===== config.mk =====
export PLATFORM = sky130hd
export DESIGN_NAME = rms_level_dbfs_meter_flat
export DESIGN_NICKNAME = d
export VERILOG_FILES = /design/src/sv/rlm_pkg.sv /design/src/sv/rlm_if.sv /design/src/sv/rlm_out_stage.sv /design/src/sv/rms_level_dbfs_meter.sv /design/src/flat_wrapper.sv
export SDC_FILE = /design/constraint.sdc
export NUM_CORES = 2
export LEC_CHECK = 0
export BUFFER_PORTS_ARGS = -buffer_cell sky130_fd_sc_hd__buf_2
export CAP_MARGIN = 20
export CORE_UTILIZATION = 60
export DETAILED_ROUTE_END_ITERATION = 8
export PLACE_DENSITY = 0.73
export SETUP_SLACK_MARGIN = 0.1
export SLEW_MARGIN = 25
export SYNTH_ARGS = -nofsm -noshare
export SYNTH_HDL_FRONTEND = slang
export SYNTH_SLANG_ARGS = --single-unit

===== constraint.sdc =====
create_clock -name clk -period 13.9 [get_ports clk]
set_input_delay 0.695 -clock clk [delete_from_list [all_inputs] [get_ports clk]]
set_output_delay 0.695 -clock clk [all_outputs]
set_load 0.05 [all_outputs]

===== src/sv/rlm_pkg.sv =====
// Widths and constants of the RMS level meter.
package rlm_pkg;

  // Frame length bound; the tally saturates here
  localparam int MAX_FRAME_SAMPLES = 1024;

  localparam int SAMPLE_W  = 16;
  localparam int LEVEL_W   = 16;
  localparam int TALLY_W   = $clog2(MAX_FRAME_SAMPLES + 1);
  localparam int ENERGY_W  = 30 + TALLY_W;
  localparam int NORM_W    = ENERGY_W;
  localparam int E_W       = $clog2(NORM_W);
  localparam int MANT_W    = 31;
  localparam int FRAC_BITS = 20;
  localparam int FCNT_W    = $clog2(FRAC_BITS);
  localparam int LOG_W     = E_W + FRAC_BITS;
  localparam int D_W       = LOG_W + 2;
  localparam int MAG_W     = D_W - 1;
  localparam int K_W       = 18;
  localparam int SCL_W     = MAG_W + K_W;
  localparam int ROUND_SHIFT = 28;
  localparam int Q_W       = SCL_W + 1 - ROUND_SHIFT;
  localparam int MUL_W     = 32;

  localparam logic [TALLY_W-1:0] TALLY_MAX = TALLY_W'(MAX_FRAME_SAMPLES);
  localparam logic [E_W-1:0]     E_TOP     = E_W'(NORM_W - 1);
  localparam logic [FCNT_W-1:0]  FRAC_TOP  = FCNT_W'(FRAC_BITS - 1);
  // 30.0 in Q20: full-scale square is 2^30
  localparam logic [D_W-1:0]     LOG_OFFSET = D_W'(30 << FRAC_BITS);
  // 10*log10(2) in Q16
  localparam logic [K_W-1:0]     TEN_LOG10_2_Q16 = K_W'(197283);
  localparam logic [SCL_W:0]     ROUND_BIAS = (SCL_W + 1)'(1 << (ROUND_SHIFT - 1));
  localparam logic [Q_W-1:0]     FLOOR_MAG  = Q_W'(24576);
  localparam logic signed [LEVEL_W-1:0] LEVEL_FLOOR = LEVEL_W'(-24576);

endpackage


===== src/sv/rlm_if.sv =====
// Sample and level channel interfaces of the RMS level meter.
interface rlm_sample_if;
  logic                                  valid;
  logic                                  ready;
  logic signed [rlm_pkg::SAMPLE_W-1:0]   sample;
  logic                                  last;

  modport source(output valid, output sample, output last, input ready);
  modport sink(input valid, input sample, input last, output ready);
endinterface

interface rlm_level_if;
  logic                                  valid;
  logic                                  ready;
  logic signed [rlm_pkg::LEVEL_W-1:0]    level_db_q8;

  modport source(output valid, output level_db_q8, input ready);
  modport sink(input valid, input level_db_q8, output ready);
endinterface


===== src/sv/rlm_out_stage.sv =====
// Output register that holds a level result until the receiver takes it.
module rlm_out_stage (
  input  logic                                clk,
  input  logic                                rst,
  input  logic                                push,
  input  logic signed [rlm_pkg::LEVEL_W-1:0]  push_level,
  output logic                                space,
  rlm_level_if.source                         levels
);

  logic                               full;
  logic signed [rlm_pkg::LEVEL_W-1:0] held;

  // Room for a new result when empty or when the held one leaves now
  assign space = !full || levels.ready;

  always_ff @(posedge clk) begin
    if (rst) begin
      full <= 1'b0;
    end else if (push) begin
      full <= 1'b1;
    end else if (levels.ready) begin
      full <= 1'b0;
    end
  end

  always_ff @(posedge clk) begin
    if (push) begin
      held <= push_level;
    end
  end

  assign levels.valid       = full;
  assign levels.level_db_q8 = held;

endmodule


===== src/sv/rms_level_dbfs_meter.sv =====
// Frame RMS level meter in dBFS with one shared multiplier under a sequencer.
//
// samples: one signed 16-bit PCM sample per request, last marks frame end.
// levels : one Q8 dBFS level per frame, in [-96 dB, 0 dB].
// Each sample is registered in the request cycle, then in ST_SQUARE the
// shared multiplier squares it into the 41-bit energy sum. samples.ready is
// low in between. Samples past 1024 in a frame are dropped from the sums.
// On the last sample the same multiplier runs log2 of the energy and of the
// tally: a one-bit-per-cycle normalizing shift and 20 squaring steps each,
// then one scaling multiply. A silent frame goes from ST_LOAD straight to
// ST_DONE with the -96 dB floor; others run the log and scaling states
// first. The next sample is taken once ST_DONE has pushed the result.
// If the receiver stalls, a result waits in the output register while the
// next frame accumulates; a second result waits in the sequencer until the
// register frees, and samples.ready stays low meanwhile.
// Reset (rst, synchronous) clears the sums, the sequencer and the output
// register; no clearing pass is needed.
module rms_level_dbfs_meter (
  input  logic         clk,
  input  logic         rst,
  rlm_sample_if.sink   samples,
  rlm_level_if.source  levels
);

  localparam logic [3:0] ST_IDLE   = 4'd0;
  localparam logic [3:0] ST_SQUARE = 4'd1;
  localparam logic [3:0] ST_LOAD   = 4'd2;
  localparam logic [3:0] ST_NORM   = 4'd3;
  localparam logic [3:0] ST_FRAC   = 4'd4;
  localparam logic [3:0] ST_DIFF   = 4'd5;
  localparam logic [3:0] ST_SCALE  = 4'd6;
  localparam logic [3:0] ST_ROUND  = 4'd7;
  localparam logic [3:0] ST_DONE   = 4'd8;

  logic [3:0]                               state;
  logic signed [rlm_pkg::SAMPLE_W-1:0]      sample_q;
  logic                                     last_q;
  logic [rlm_pkg::ENERGY_W-1:0]             energy_sum;
  logic [rlm_pkg::TALLY_W-1:0]              sample_tally;
  logic [rlm_pkg::NORM_W-1:0]               norm;
  logic [rlm_pkg::E_W-1:0]                  e_cnt;
  logic [rlm_pkg::MANT_W-1:0]               mant;
  logic [rlm_pkg::FCNT_W-1:0]               frac_cnt;
  logic [rlm_pkg::LOG_W-1:0]                log_acc;
  logic [rlm_pkg::LOG_W-1:0]                log_energy;
  logic                                     tally_pass;
  logic                                     neg;
  logic [rlm_pkg::MAG_W-1:0]                mag;
  logic [rlm_pkg::SCL_W-1:0]                scaled;
  logic signed [rlm_pkg::LEVEL_W-1:0]       level;

  logic [rlm_pkg::SAMPLE_W-1:0]             sample_mag;
  logic [rlm_pkg::MUL_W-1:0]                mul_a;
  logic [rlm_pkg::MUL_W-1:0]                mul_b;
  logic [2*rlm_pkg::MUL_W-1:0]              mul_p;
  logic [rlm_pkg::MANT_W:0]                 sq_hi;
  logic                                     frac_bit;
  logic [rlm_pkg::MANT_W-1:0]               mant_sq;
  logic [rlm_pkg::LOG_W-1:0]                log_shift;
  logic [rlm_pkg::D_W-1:0]                  diff;
  logic [rlm_pkg::D_W-1:0]                  diff_neg;
  logic [rlm_pkg::SCL_W:0]                  round_sum;
  logic [rlm_pkg::Q_W-1:0]                  q;
  logic                                     out_space;
  logic                                     push;

  assign samples.ready = (state == ST_IDLE);

  // Magnitude of the sample; -32768 maps to 32768 unsigned
  assign sample_mag = sample_q[rlm_pkg::SAMPLE_W-1] ? (~sample_q + 1'b1) : sample_q;

  // Shared multiplier operand select
  always_comb begin
    case (state)
      ST_SQUARE: begin
        mul_a = {{(rlm_pkg::MUL_W-rlm_pkg::SAMPLE_W){1'b0}}, sample_mag};
        mul_b = {{(rlm_pkg::MUL_W-rlm_pkg::SAMPLE_W){1'b0}}, sample_mag};
      end
      ST_FRAC: begin
        mul_a = {{(rlm_pkg::MUL_W-rlm_pkg::MANT_W){1'b0}}, mant};
        mul_b = {{(rlm_pkg::MUL_W-rlm_pkg::MANT_W){1'b0}}, mant};
      end
      ST_SCALE: begin
        mul_a = {{(rlm_pkg::MUL_W-rlm_pkg::MAG_W){1'b0}}, mag};
        mul_b = {{(rlm_pkg::MUL_W-rlm_pkg::K_W){1'b0}}, rlm_pkg::TEN_LOG10_2_Q16};
      end
      default: begin
        mul_a = '0;
        mul_b = '0;
      end
    endcase
  end

  assign mul_p = mul_a * mul_b;

  // One log2 fraction bit: square the Q30 mantissa, renormalize on overflow
  assign sq_hi     = mul_p[2*rlm_pkg::MANT_W-1:rlm_pkg::MANT_W-1];
  assign frac_bit  = sq_hi[rlm_pkg::MANT_W];
  assign mant_sq   = frac_bit ? sq_hi[rlm_pkg::MANT_W:1] : sq_hi[rlm_pkg::MANT_W-1:0];
  assign log_shift = {log_acc[rlm_pkg::LOG_W-2:0], frac_bit};

  // log2(energy) - log2(tally) - 30, signed Q20
  assign diff     = {2'b00, log_energy} - {2'b00, log_acc} - rlm_pkg::LOG_OFFSET;
  assign diff_neg = '0 - diff;

  // Round half up on the magnitude, Q36 down to Q8
  assign round_sum = {1'b0, scaled} + rlm_pkg::ROUND_BIAS;
  assign q         = round_sum[rlm_pkg::SCL_W:rlm_pkg::ROUND_SHIFT];

  assign push = (state == ST_DONE) && out_space;

  // Sequencer and control state
  always_ff @(posedge clk) begin
    if (rst) begin
      state        <= ST_IDLE;
      energy_sum   <= '0;
      sample_tally <= '0;
    end else begin
      case (state)
        ST_IDLE: begin
          if (samples.valid) begin
            state <= ST_SQUARE;
          end
        end
        ST_SQUARE: begin
          if (sample_tally < rlm_pkg::TALLY_MAX) begin
            energy_sum <= energy_sum +
              {{(rlm_pkg::ENERGY_W-2*rlm_pkg::SAMPLE_W+1){1'b0}},
               mul_p[2*rlm_pkg::SAMPLE_W-2:0]};
            sample_tally <= sample_tally + 1'b1;
          end
          state <= last_q ? ST_LOAD : ST_IDLE;
        end
        ST_LOAD: begin
          state <= (energy_sum == '0) ? ST_DONE : ST_NORM;
        end
        ST_NORM: begin
          if (norm[rlm_pkg::NORM_W-1]) begin
            state <= ST_FRAC;
          end
        end
        ST_FRAC: begin
          if (frac_cnt == '0) begin
            state <= tally_pass ? ST_DIFF : ST_NORM;
          end
        end
        ST_DIFF: begin
          state <= ST_SCALE;
        end
        ST_SCALE: begin
          state <= ST_ROUND;
        end
        ST_ROUND: begin
          state <= ST_DONE;
        end
        ST_DONE: begin
          if (out_space) begin
            energy_sum   <= '0;
            sample_tally <= '0;
            state        <= ST_IDLE;
          end
        end
        default: begin
          state <= ST_IDLE;
        end
      endcase
    end
  end

  // Datapath registers
  always_ff @(posedge clk) begin
    case (state)
      ST_IDLE: begin
        sample_q <= samples.sample;
        last_q   <= samples.last;
      end
      ST_LOAD: begin
        norm       <= energy_sum;
        e_cnt      <= rlm_pkg::E_TOP;
        tally_pass <= 1'b0;
        level      <= rlm_pkg::LEVEL_FLOOR;
      end
      ST_NORM: begin
        // Shift one place a cycle until the leading one reaches the top
        if (norm[rlm_pkg::NORM_W-1]) begin
          mant     <= norm[rlm_pkg::NORM_W-1 -: rlm_pkg::MANT_W];
          log_acc  <= {{rlm_pkg::FRAC_BITS{1'b0}}, e_cnt};
          frac_cnt <= rlm_pkg::FRAC_TOP;
        end else begin
          norm  <= {norm[rlm_pkg::NORM_W-2:0], 1'b0};
          e_cnt <= e_cnt - 1'b1;
        end
      end
      ST_FRAC: begin
        mant     <= mant_sq;
        log_acc  <= log_shift;
        frac_cnt <= frac_cnt - 1'b1;
        if (frac_cnt == '0 && !tally_pass) begin
          log_energy <= log_shift;
          norm       <= {{(rlm_pkg::NORM_W-rlm_pkg::TALLY_W){1'b0}}, sample_tally};
          e_cnt      <= rlm_pkg::E_TOP;
          tally_pass <= 1'b1;
        end
      end
      ST_DIFF: begin
        neg <= diff[rlm_pkg::D_W-1];
        mag <= diff[rlm_pkg::D_W-1] ? diff_neg[rlm_pkg::MAG_W-1:0]
                                    : diff[rlm_pkg::MAG_W-1:0];
      end
      ST_SCALE: begin
        scaled <= mul_p[rlm_pkg::SCL_W-1:0];
      end
      ST_ROUND: begin
        // Clamp to [-96 dB, 0 dB]
        if (!neg) begin
          level <= '0;
        end else if (q > rlm_pkg::FLOOR_MAG) begin
          level <= rlm_pkg::LEVEL_FLOOR;
        end else begin
          level <= '0 - q[rlm_pkg::LEVEL_W-1:0];
        end
      end
      default: begin
      end
    endcase
  end

  rlm_out_stage u_out (
    .clk        (clk),
    .rst        (rst),
    .push       (push),
    .push_level (level),
    .space      (out_space),
    .levels     (levels)
  );

endmodule


===== src/flat_wrapper.sv =====
// flat-port wrapper written by rule: the top's interface ports become plain ports
module rms_level_dbfs_meter_flat 
  (clk, rst, samples_valid, samples_sample, samples_last, samples_ready, levels_valid, levels_level_db_q8, levels_ready);
  rlm_sample_if samples_i ();
  rlm_level_if levels_i ();
  input  logic clk;
  input  logic rst;
  input wire logic [$bits(samples_i.valid)-1:0] samples_valid;
  input wire logic [$bits(samples_i.sample)-1:0] samples_sample;
  input wire logic [$bits(samples_i.last)-1:0] samples_last;
  output wire logic [$bits(samples_i.ready)-1:0] samples_ready;
  output wire logic [$bits(levels_i.valid)-1:0] levels_valid;
  output wire logic [$bits(levels_i.level_db_q8)-1:0] levels_level_db_q8;
  input wire logic [$bits(levels_i.ready)-1:0] levels_ready;
  assign samples_i.valid = samples_valid;
  assign samples_i.sample = samples_sample;
  assign samples_i.last = samples_last;
  assign samples_ready = samples_i.ready;
  assign levels_valid = levels_i.valid;
  assign levels_level_db_q8 = levels_i.level_db_q8;
  assign levels_i.ready = levels_ready;
  rms_level_dbfs_meter u_core (.clk(clk), .rst(rst), .samples(samples_i), .levels(levels_i));
endmodule

# Word-level counts from Yosys, hierarchy flattened
# Index checks and enable logic that the tools add are counted.
# totals
wordCells	107
out_inout_bits	18
in_bits	21
register_bits	315
# classes
eq_ne	15
n_bitwise	1
addsub	10
multipliers	1
order_cmp	2
n_mux	38
n_reduce_logical	21
# op_table
cell	n
31-bit case mux with 3 select lines	2
41-bit two-way mux	4
41-bit case mux with 3 select lines	1
41-bit case mux with 2 select lines	1
31-bit by 31-bit multiplier with 62-bit output	1
31-bit two-way mux	2
31-bit case mux with 2 select lines	1
26-bit case mux with 2 select lines	1
16-bit two-way mux	3
45-bit by 28-bit adder with 46-bit output (second input constant)	1
41-bit by 31-bit adder with 41-bit output	1
41-bit logical NOT	1
4-bit case mux with 9 select lines	1
16-bit case mux with 2 select lines	1
28-bit by 25-bit subtractor with 28-bit output (second input constant)	1
27-bit two-way mux	1
1-bit by 27-bit subtractor with 27-bit output (first input constant)	1
26-bit by 26-bit subtractor with 27-bit output	1
26-bit two-way mux	1
11-bit two-way mux	2
11-bit case mux with 2 select lines	1
4-bit two-way mux	5
18-bit by 15-bit greater-than comparator with 1-bit output (second input constant)	1
6-bit case mux with 3 select lines	1
other kinds (30)	52

# Logic depth before layout (Yosys ltp)
# depth
depth_word	8
mapped_depth	46
ltp_nobuf	43

# Modules after synthesis
# From an unflattened synthesis, not the netlist that was laid out.
# unflattened
cells_unflattened	5051
hier_area_um2	45881.5
# modules_own_cells
module	area_each_um2	seq_area_each_um2	cells_per_inst	n_inst
rms_level_dbfs_meter	45354.7	7577.3	5031	1
rlm_out_stage	526.8	500.5	20	1

# Least setup slack after synthesis
# OpenSTA, ideal clock, no wires.
# synth_path
path_kind	reg-to-reg
startpoint	register u_core.sample_q[4] in the netlist's numbering
endpoint	register u_core.energy_sum[31] in the netlist's numbering
required_time_ns	13.772
path_stages_with_launch	43
n_path_buf	3
path_slack_ns	3.521
arrival_time_ns	10.252
synth_period_minus_slack_ns	10.379
setup_ns	0.128
cell_sequence	edfxtp_1 -> or4_1 -> or2_2 -> or3_1 -> nand2_1 -> xor2_1 -> o21a_1 -> buf_2 -> inv_2 -> a21oi_1 -> buf_2 -> nor2_1 -> fa_1 -> fa_1 -> fa_1 -> inv_1 -> fa_1 -> inv_1 -> (+7 left out) -> clkbuf_1 -> a21oi_1 -> o21bai_1 -> a221oi_1 -> o21ai_0 -> xor2_1 -> ha_1 -> a21o_1 -> a21o_1 -> a21oi_1 -> o21ai_0 -> a221oi_1 -> o31a_1 -> o21ai_0 -> a2111oi_4 -> nor3_1 -> xnor2_1 -> nor2_1
# synth_via
elab_chain_len	8
elab_cells_between_ends	9
cone_classes	add/sub (2); mul (1); mux (5); bitwise (1)
# synth_rtl
element	line	text
start, declared	rms_level_dbfs_meter.sv:36	logic signed [rlm_pkg::SAMPLE_W-1:0] sample_q;
start signal, assigned	rms_level_dbfs_meter.sv:174	sample_q <= samples.sample;
16-bit NOT	rms_level_dbfs_meter.sv:70	assign sample_mag = sample_q[rlm_pkg::SAMPLE_W-1] ? (~sample_q + 1'b1) : sample_q;
16-bit by 1-bit adder with 16-bit output	rms_level_dbfs_meter.sv:70	
16-bit two-way mux (*)	rms_level_dbfs_meter.sv:70	
31-bit case mux with 3 select lines	rms_level_dbfs_meter.sv:74	case (state)
31-bit by 31-bit multiplier with 62-bit output (*)	rms_level_dbfs_meter.sv:94	assign mul_p = mul_a * mul_b;
41-bit by 31-bit adder with 41-bit output (*)	rms_level_dbfs_meter.sv:127	energy_sum <= energy_sum +
41-bit two-way mux (*)	rms_level_dbfs_meter.sv:126	if (sample_tally < rlm_pkg::TALLY_MAX) begin
41-bit case mux with 2 select lines (*)	rms_level_dbfs_meter.sv:119	case (state)
end signal, assigned	rms_level_dbfs_meter.sv:127	
end, declared	rms_level_dbfs_meter.sv:38	logic [rlm_pkg::ENERGY_W-1:0] energy_sum;
# Every way passes the cells marked *; elsewhere a longest branch is shown, timed or not. The select of a mux whose other input is x is not followed.
# A chain may end at the register's enable or synchronous reset.

# Worst setup path after layout
# layout_path
startpoint	register u_core.sample_q[0] in the netlist's numbering
endpoint	register u_core.energy_sum[37] in the netlist's numbering
# The elaborated chain is that of the path after synthesis.

==> flow_summary.yaml <==
yosys:
  syn_avg_cell_area_um2: 9.11
  synth_edf_count: 231
  synth_top_cell_by_area: "fa_1"
  yosysMostFrequentCell: "inv_1"
  ys_seq_elements: 288
  synthTopCellsByCount: "inv_1, fa_1, nand2_1, nor2_1, ha_1"
  synth_top_flop_cell: "edfxtp_1"
  synth_nets: 6205
  synthSimpleGateAreaFrac_pct: 14.6
  async_reset_ff_share_pct: 0
  synth_top_family_by_area: "adder cells"
  syn_inst: 5033
  synthDistinctLibCells: 94
  synth_area_leaders: "fa_1, edfxtp_1, ha_1"
  synth_fa_ha_area_share_pct: 45.1
  synth_top_cell_area_share_pct: 36.5
  yosysSeqAreaShare_pct: 17.6
  yosysWarnings: 0
  synth_xor_xnor_area_share_pct: 3.51
  synth_compound_gate_area_share_pct: 8.67
  synthMuxAreaShare_pct: 0.554
  synthesis.area_mm2: 0.0459
worst_setup_path:
  slowest_delay_ns: 0.98
  end_kind: "flip-flop"
  crit_slowest_cell: "nand2_1"
  cp.arrival_ns: 13.34
  start_kind: "flip-flop"
  crit_type: "reg -> reg"
  cpMostUsedCell: "fa_1"
  crit_required_ns: 14.40
  crit_fanout: 15
global_routing:
  grt_remaining_overflow: 0
  grt_util_all_layers_pct: 37.7
  grt_pass1_vias: 37079
  antenna_found_initial: 3
  grt_pass1_wl_um: 220000
  grt_max_degree: 85
floorplanning:
  rows: 101
  die-area_mm2: 0.0775
  initial_core_util_pct: 60.5
  core_mm2: 0.0758
  die_h_um: 278
  die_x_um: 278
  io_pins: 39
cells_and_area:
  finish.instance_area_mm2: 0.0482
  drive_gt1_share_pct: 5.02
  final_core_util_pct: 63.6
  instances_no_fill: 5975
  n_antenna_cell: 0
  nNetsFinal: 6145
  area_growth_syn_to_layout_pct: 5.19
detailed_routing:
  route.vias.total: 36121
  ant_nets: 0
  viasPerCell: 6.05
  drtPass1Iterations: 9
  route.detailed.drc: 0
  wl_per_cell_um: 23.8
  drt-initial-drc-count: 3667
  routed_wirelength_um: 142000
place:
  portBuffers: 38
  hpwl_um: 112000
  place_area_mm2: 0.0472
  dpl.cell_count: 5918
  gp_congestion: 1.01
timing:
  worst_slew_pin_slew_ns: 1.18
  min_period_ns: 12.84
  setup_violations: 0
  clock.fmax_ghz: 0.0779
  finalHoldViolCount: 0
  fin_tns_setup_ns: 0
  fin_crit_sh_pct: 92.4
  slew_headroom_pct: 21.2
  clock_skew_ns: 0.0153
  slew_viol_final: 0
  rsz0062_at_grt: "no"
  holdWs_ns: 0.260
pwr:
  seqPwrFrac_pct: 28.5
  switchingPower_uw: 1700
  p_clk_share_pct: 22.5
  swShare_pct: 44.9
  power.share.combinational_pct: 49.0
  leakagePower_uw: 0.0220
  internal_power_uw: 2090
  pwr_density_cell_mw_per_mm2: 78.6
  vdd_drop_max_mv: 0.132
clocking:
  ctsHtreeMaxLevel: 1
  cts_root_buf: "clkbuf_16"
  cts_made_buffers: 31
  path_clk_slew_ns: 0.07
  worstSkewPairLatency_ns: 0.61
  cts_tree: "done"
  cts_hold_buf: 0
  clock_sinks: 288
  cts_max_path_buffers: 3
  cts_setup_buffers: 0
  postCtsResizedCells: 0
job:
  maxCapViolCount: 0
min_path:
  hp-class: "in -> reg"
run_status:
  status: "complete, no violations"
-- cell families (layout without fill, tap and decap cells) --
| family | count (synthesis) | count (layout) |
|---|---|---|
| adders and majority gates | 1151 | 1151 |
| xor gates and xnor gates | 184 | 184 |
| DFF | 288 | 288 |
| and+or+nand+nor | 1580 | 1580 |
| buffers and inverters | 1208 | 1172 |
| AOI/OAI and AO/OA | 597 | 597 |
| muxes | 25 | 25 |
-- power groups by stage --
stage	clock network [µW]	registers, µW	logic [µW]
global placement	0	1090	1770
CTS	863	1080	1810
finish	854	1080	1860
floorplan	0	1070	1160
detailed placement	0	1100	1790
global route	895	1080	1990
-- metrics by stage --
stage          worst slack [ns]  total power, µW
6_report                   1.06             3790
5_1_grt                   0.699             3970
4_1_cts                    1.29             3750
3_5_place_dp               1.32             2890
3_3_place_gp               1.43             2870
2_1_floorplan              3.52             2230
-- area by class of cell --
class,count,area (µm²)
inverters,986,3700
well taps,978,1220
clock inverters,18,178
multi-input cells,3537,33300
fillers,6343,27600
repair buffers,129,886
flip-flops and latches,288,8080
clock buffers,39,868
-- registers in the layout, summed over array words and instances (netlist names) --
name,count
u_core.norm,41
u_core.sample_tally,11
u_core.neg,1
u_core.u_out.levels.level_db_q8,16
u_core.sample_q,16
u_core.scaled,18
u_core.state,4
u_core.tally_pass,1
u_core.u_out.levels.valid,1
u_core.frac_cnt,5
u_core.log_acc,26
u_core.mant,31
u_core.last_q,1
u_core.level,16
u_core.energy_sum,41
u_core.log_energy,26
u_core.mag,27
u_core.e_cnt,6
-- routing by layer --
layer | track usage, % | vias up | wire length [µm]
li1 | - | 15618 | -
met1 | 51.3 | 18005 | 54700
met2 | 57.9 | 2070 | 62800
met3 | 8.88 | 426 | 17100
met4 | 16.2 | 2 | 7800
met5 | 0 | - | 13
-- cells in the final DEF (no fill, tap or decap), types with 21 or more instances in the layout --
| cell | n |
|---|---|
| xor2_1 | 71 |
| clkbuf_16 | 33 |
| nor3_1 | 43 |
| and2_1 | 21 |
| xnor2_1 | 113 |
| and3_1 | 32 |
| mux2i_1 | 22 |
| a22o_1 | 32 |
| buf_2 | 38 |
| nand4_1 | 33 |
| nand2_1 | 793 |
| nor2_1 | 460 |
| fa_1 | 835 |
| ha_1 | 316 |
| inv_1 | 968 |
| nor2b_1 | 22 |
| nand3_1 | 54 |
| buf_4 | 90 |
| a21oi_1 | 159 |
| a21o_1 | 59 |
| dfxtp_1 | 57 |
| edfxtp_1 | 231 |
| nand2b_1 | 32 |
| o21ai_0 | 111 |
| a31oi_1 | 27 |
-- final timing paths --
| kind | start | to | slack, ns | cells after the start |
|---|---|---|---|---|
| max reg2reg | u_core.sample_q[0] | u_core.energy_sum[37] | 1.06 | 39 |
| min | samples_sample[15] | u_core.sample_q[15] | 0.26 | 1 |
| max | u_core.sample_q[0] | u_core.energy_sum[37] | 1.06 | 39 |
| min reg2reg | u_core.level[9] | u_core.u_out.levels.level_db_q8[9] | 0.42 | 0 |
-- critical path, delay by kind of cell (launching register included) --
family / cells / cell delay (ns)
fa+ha+maj: 10 / 4.72
xor+xnor: 3 / 0.47
buf+inv: 6 / 1.09
compound gates: 10 / 3.04
simple gates: 10 / 2.95
flops: 1 / 0.42
(Power assumes the default switching activity.)
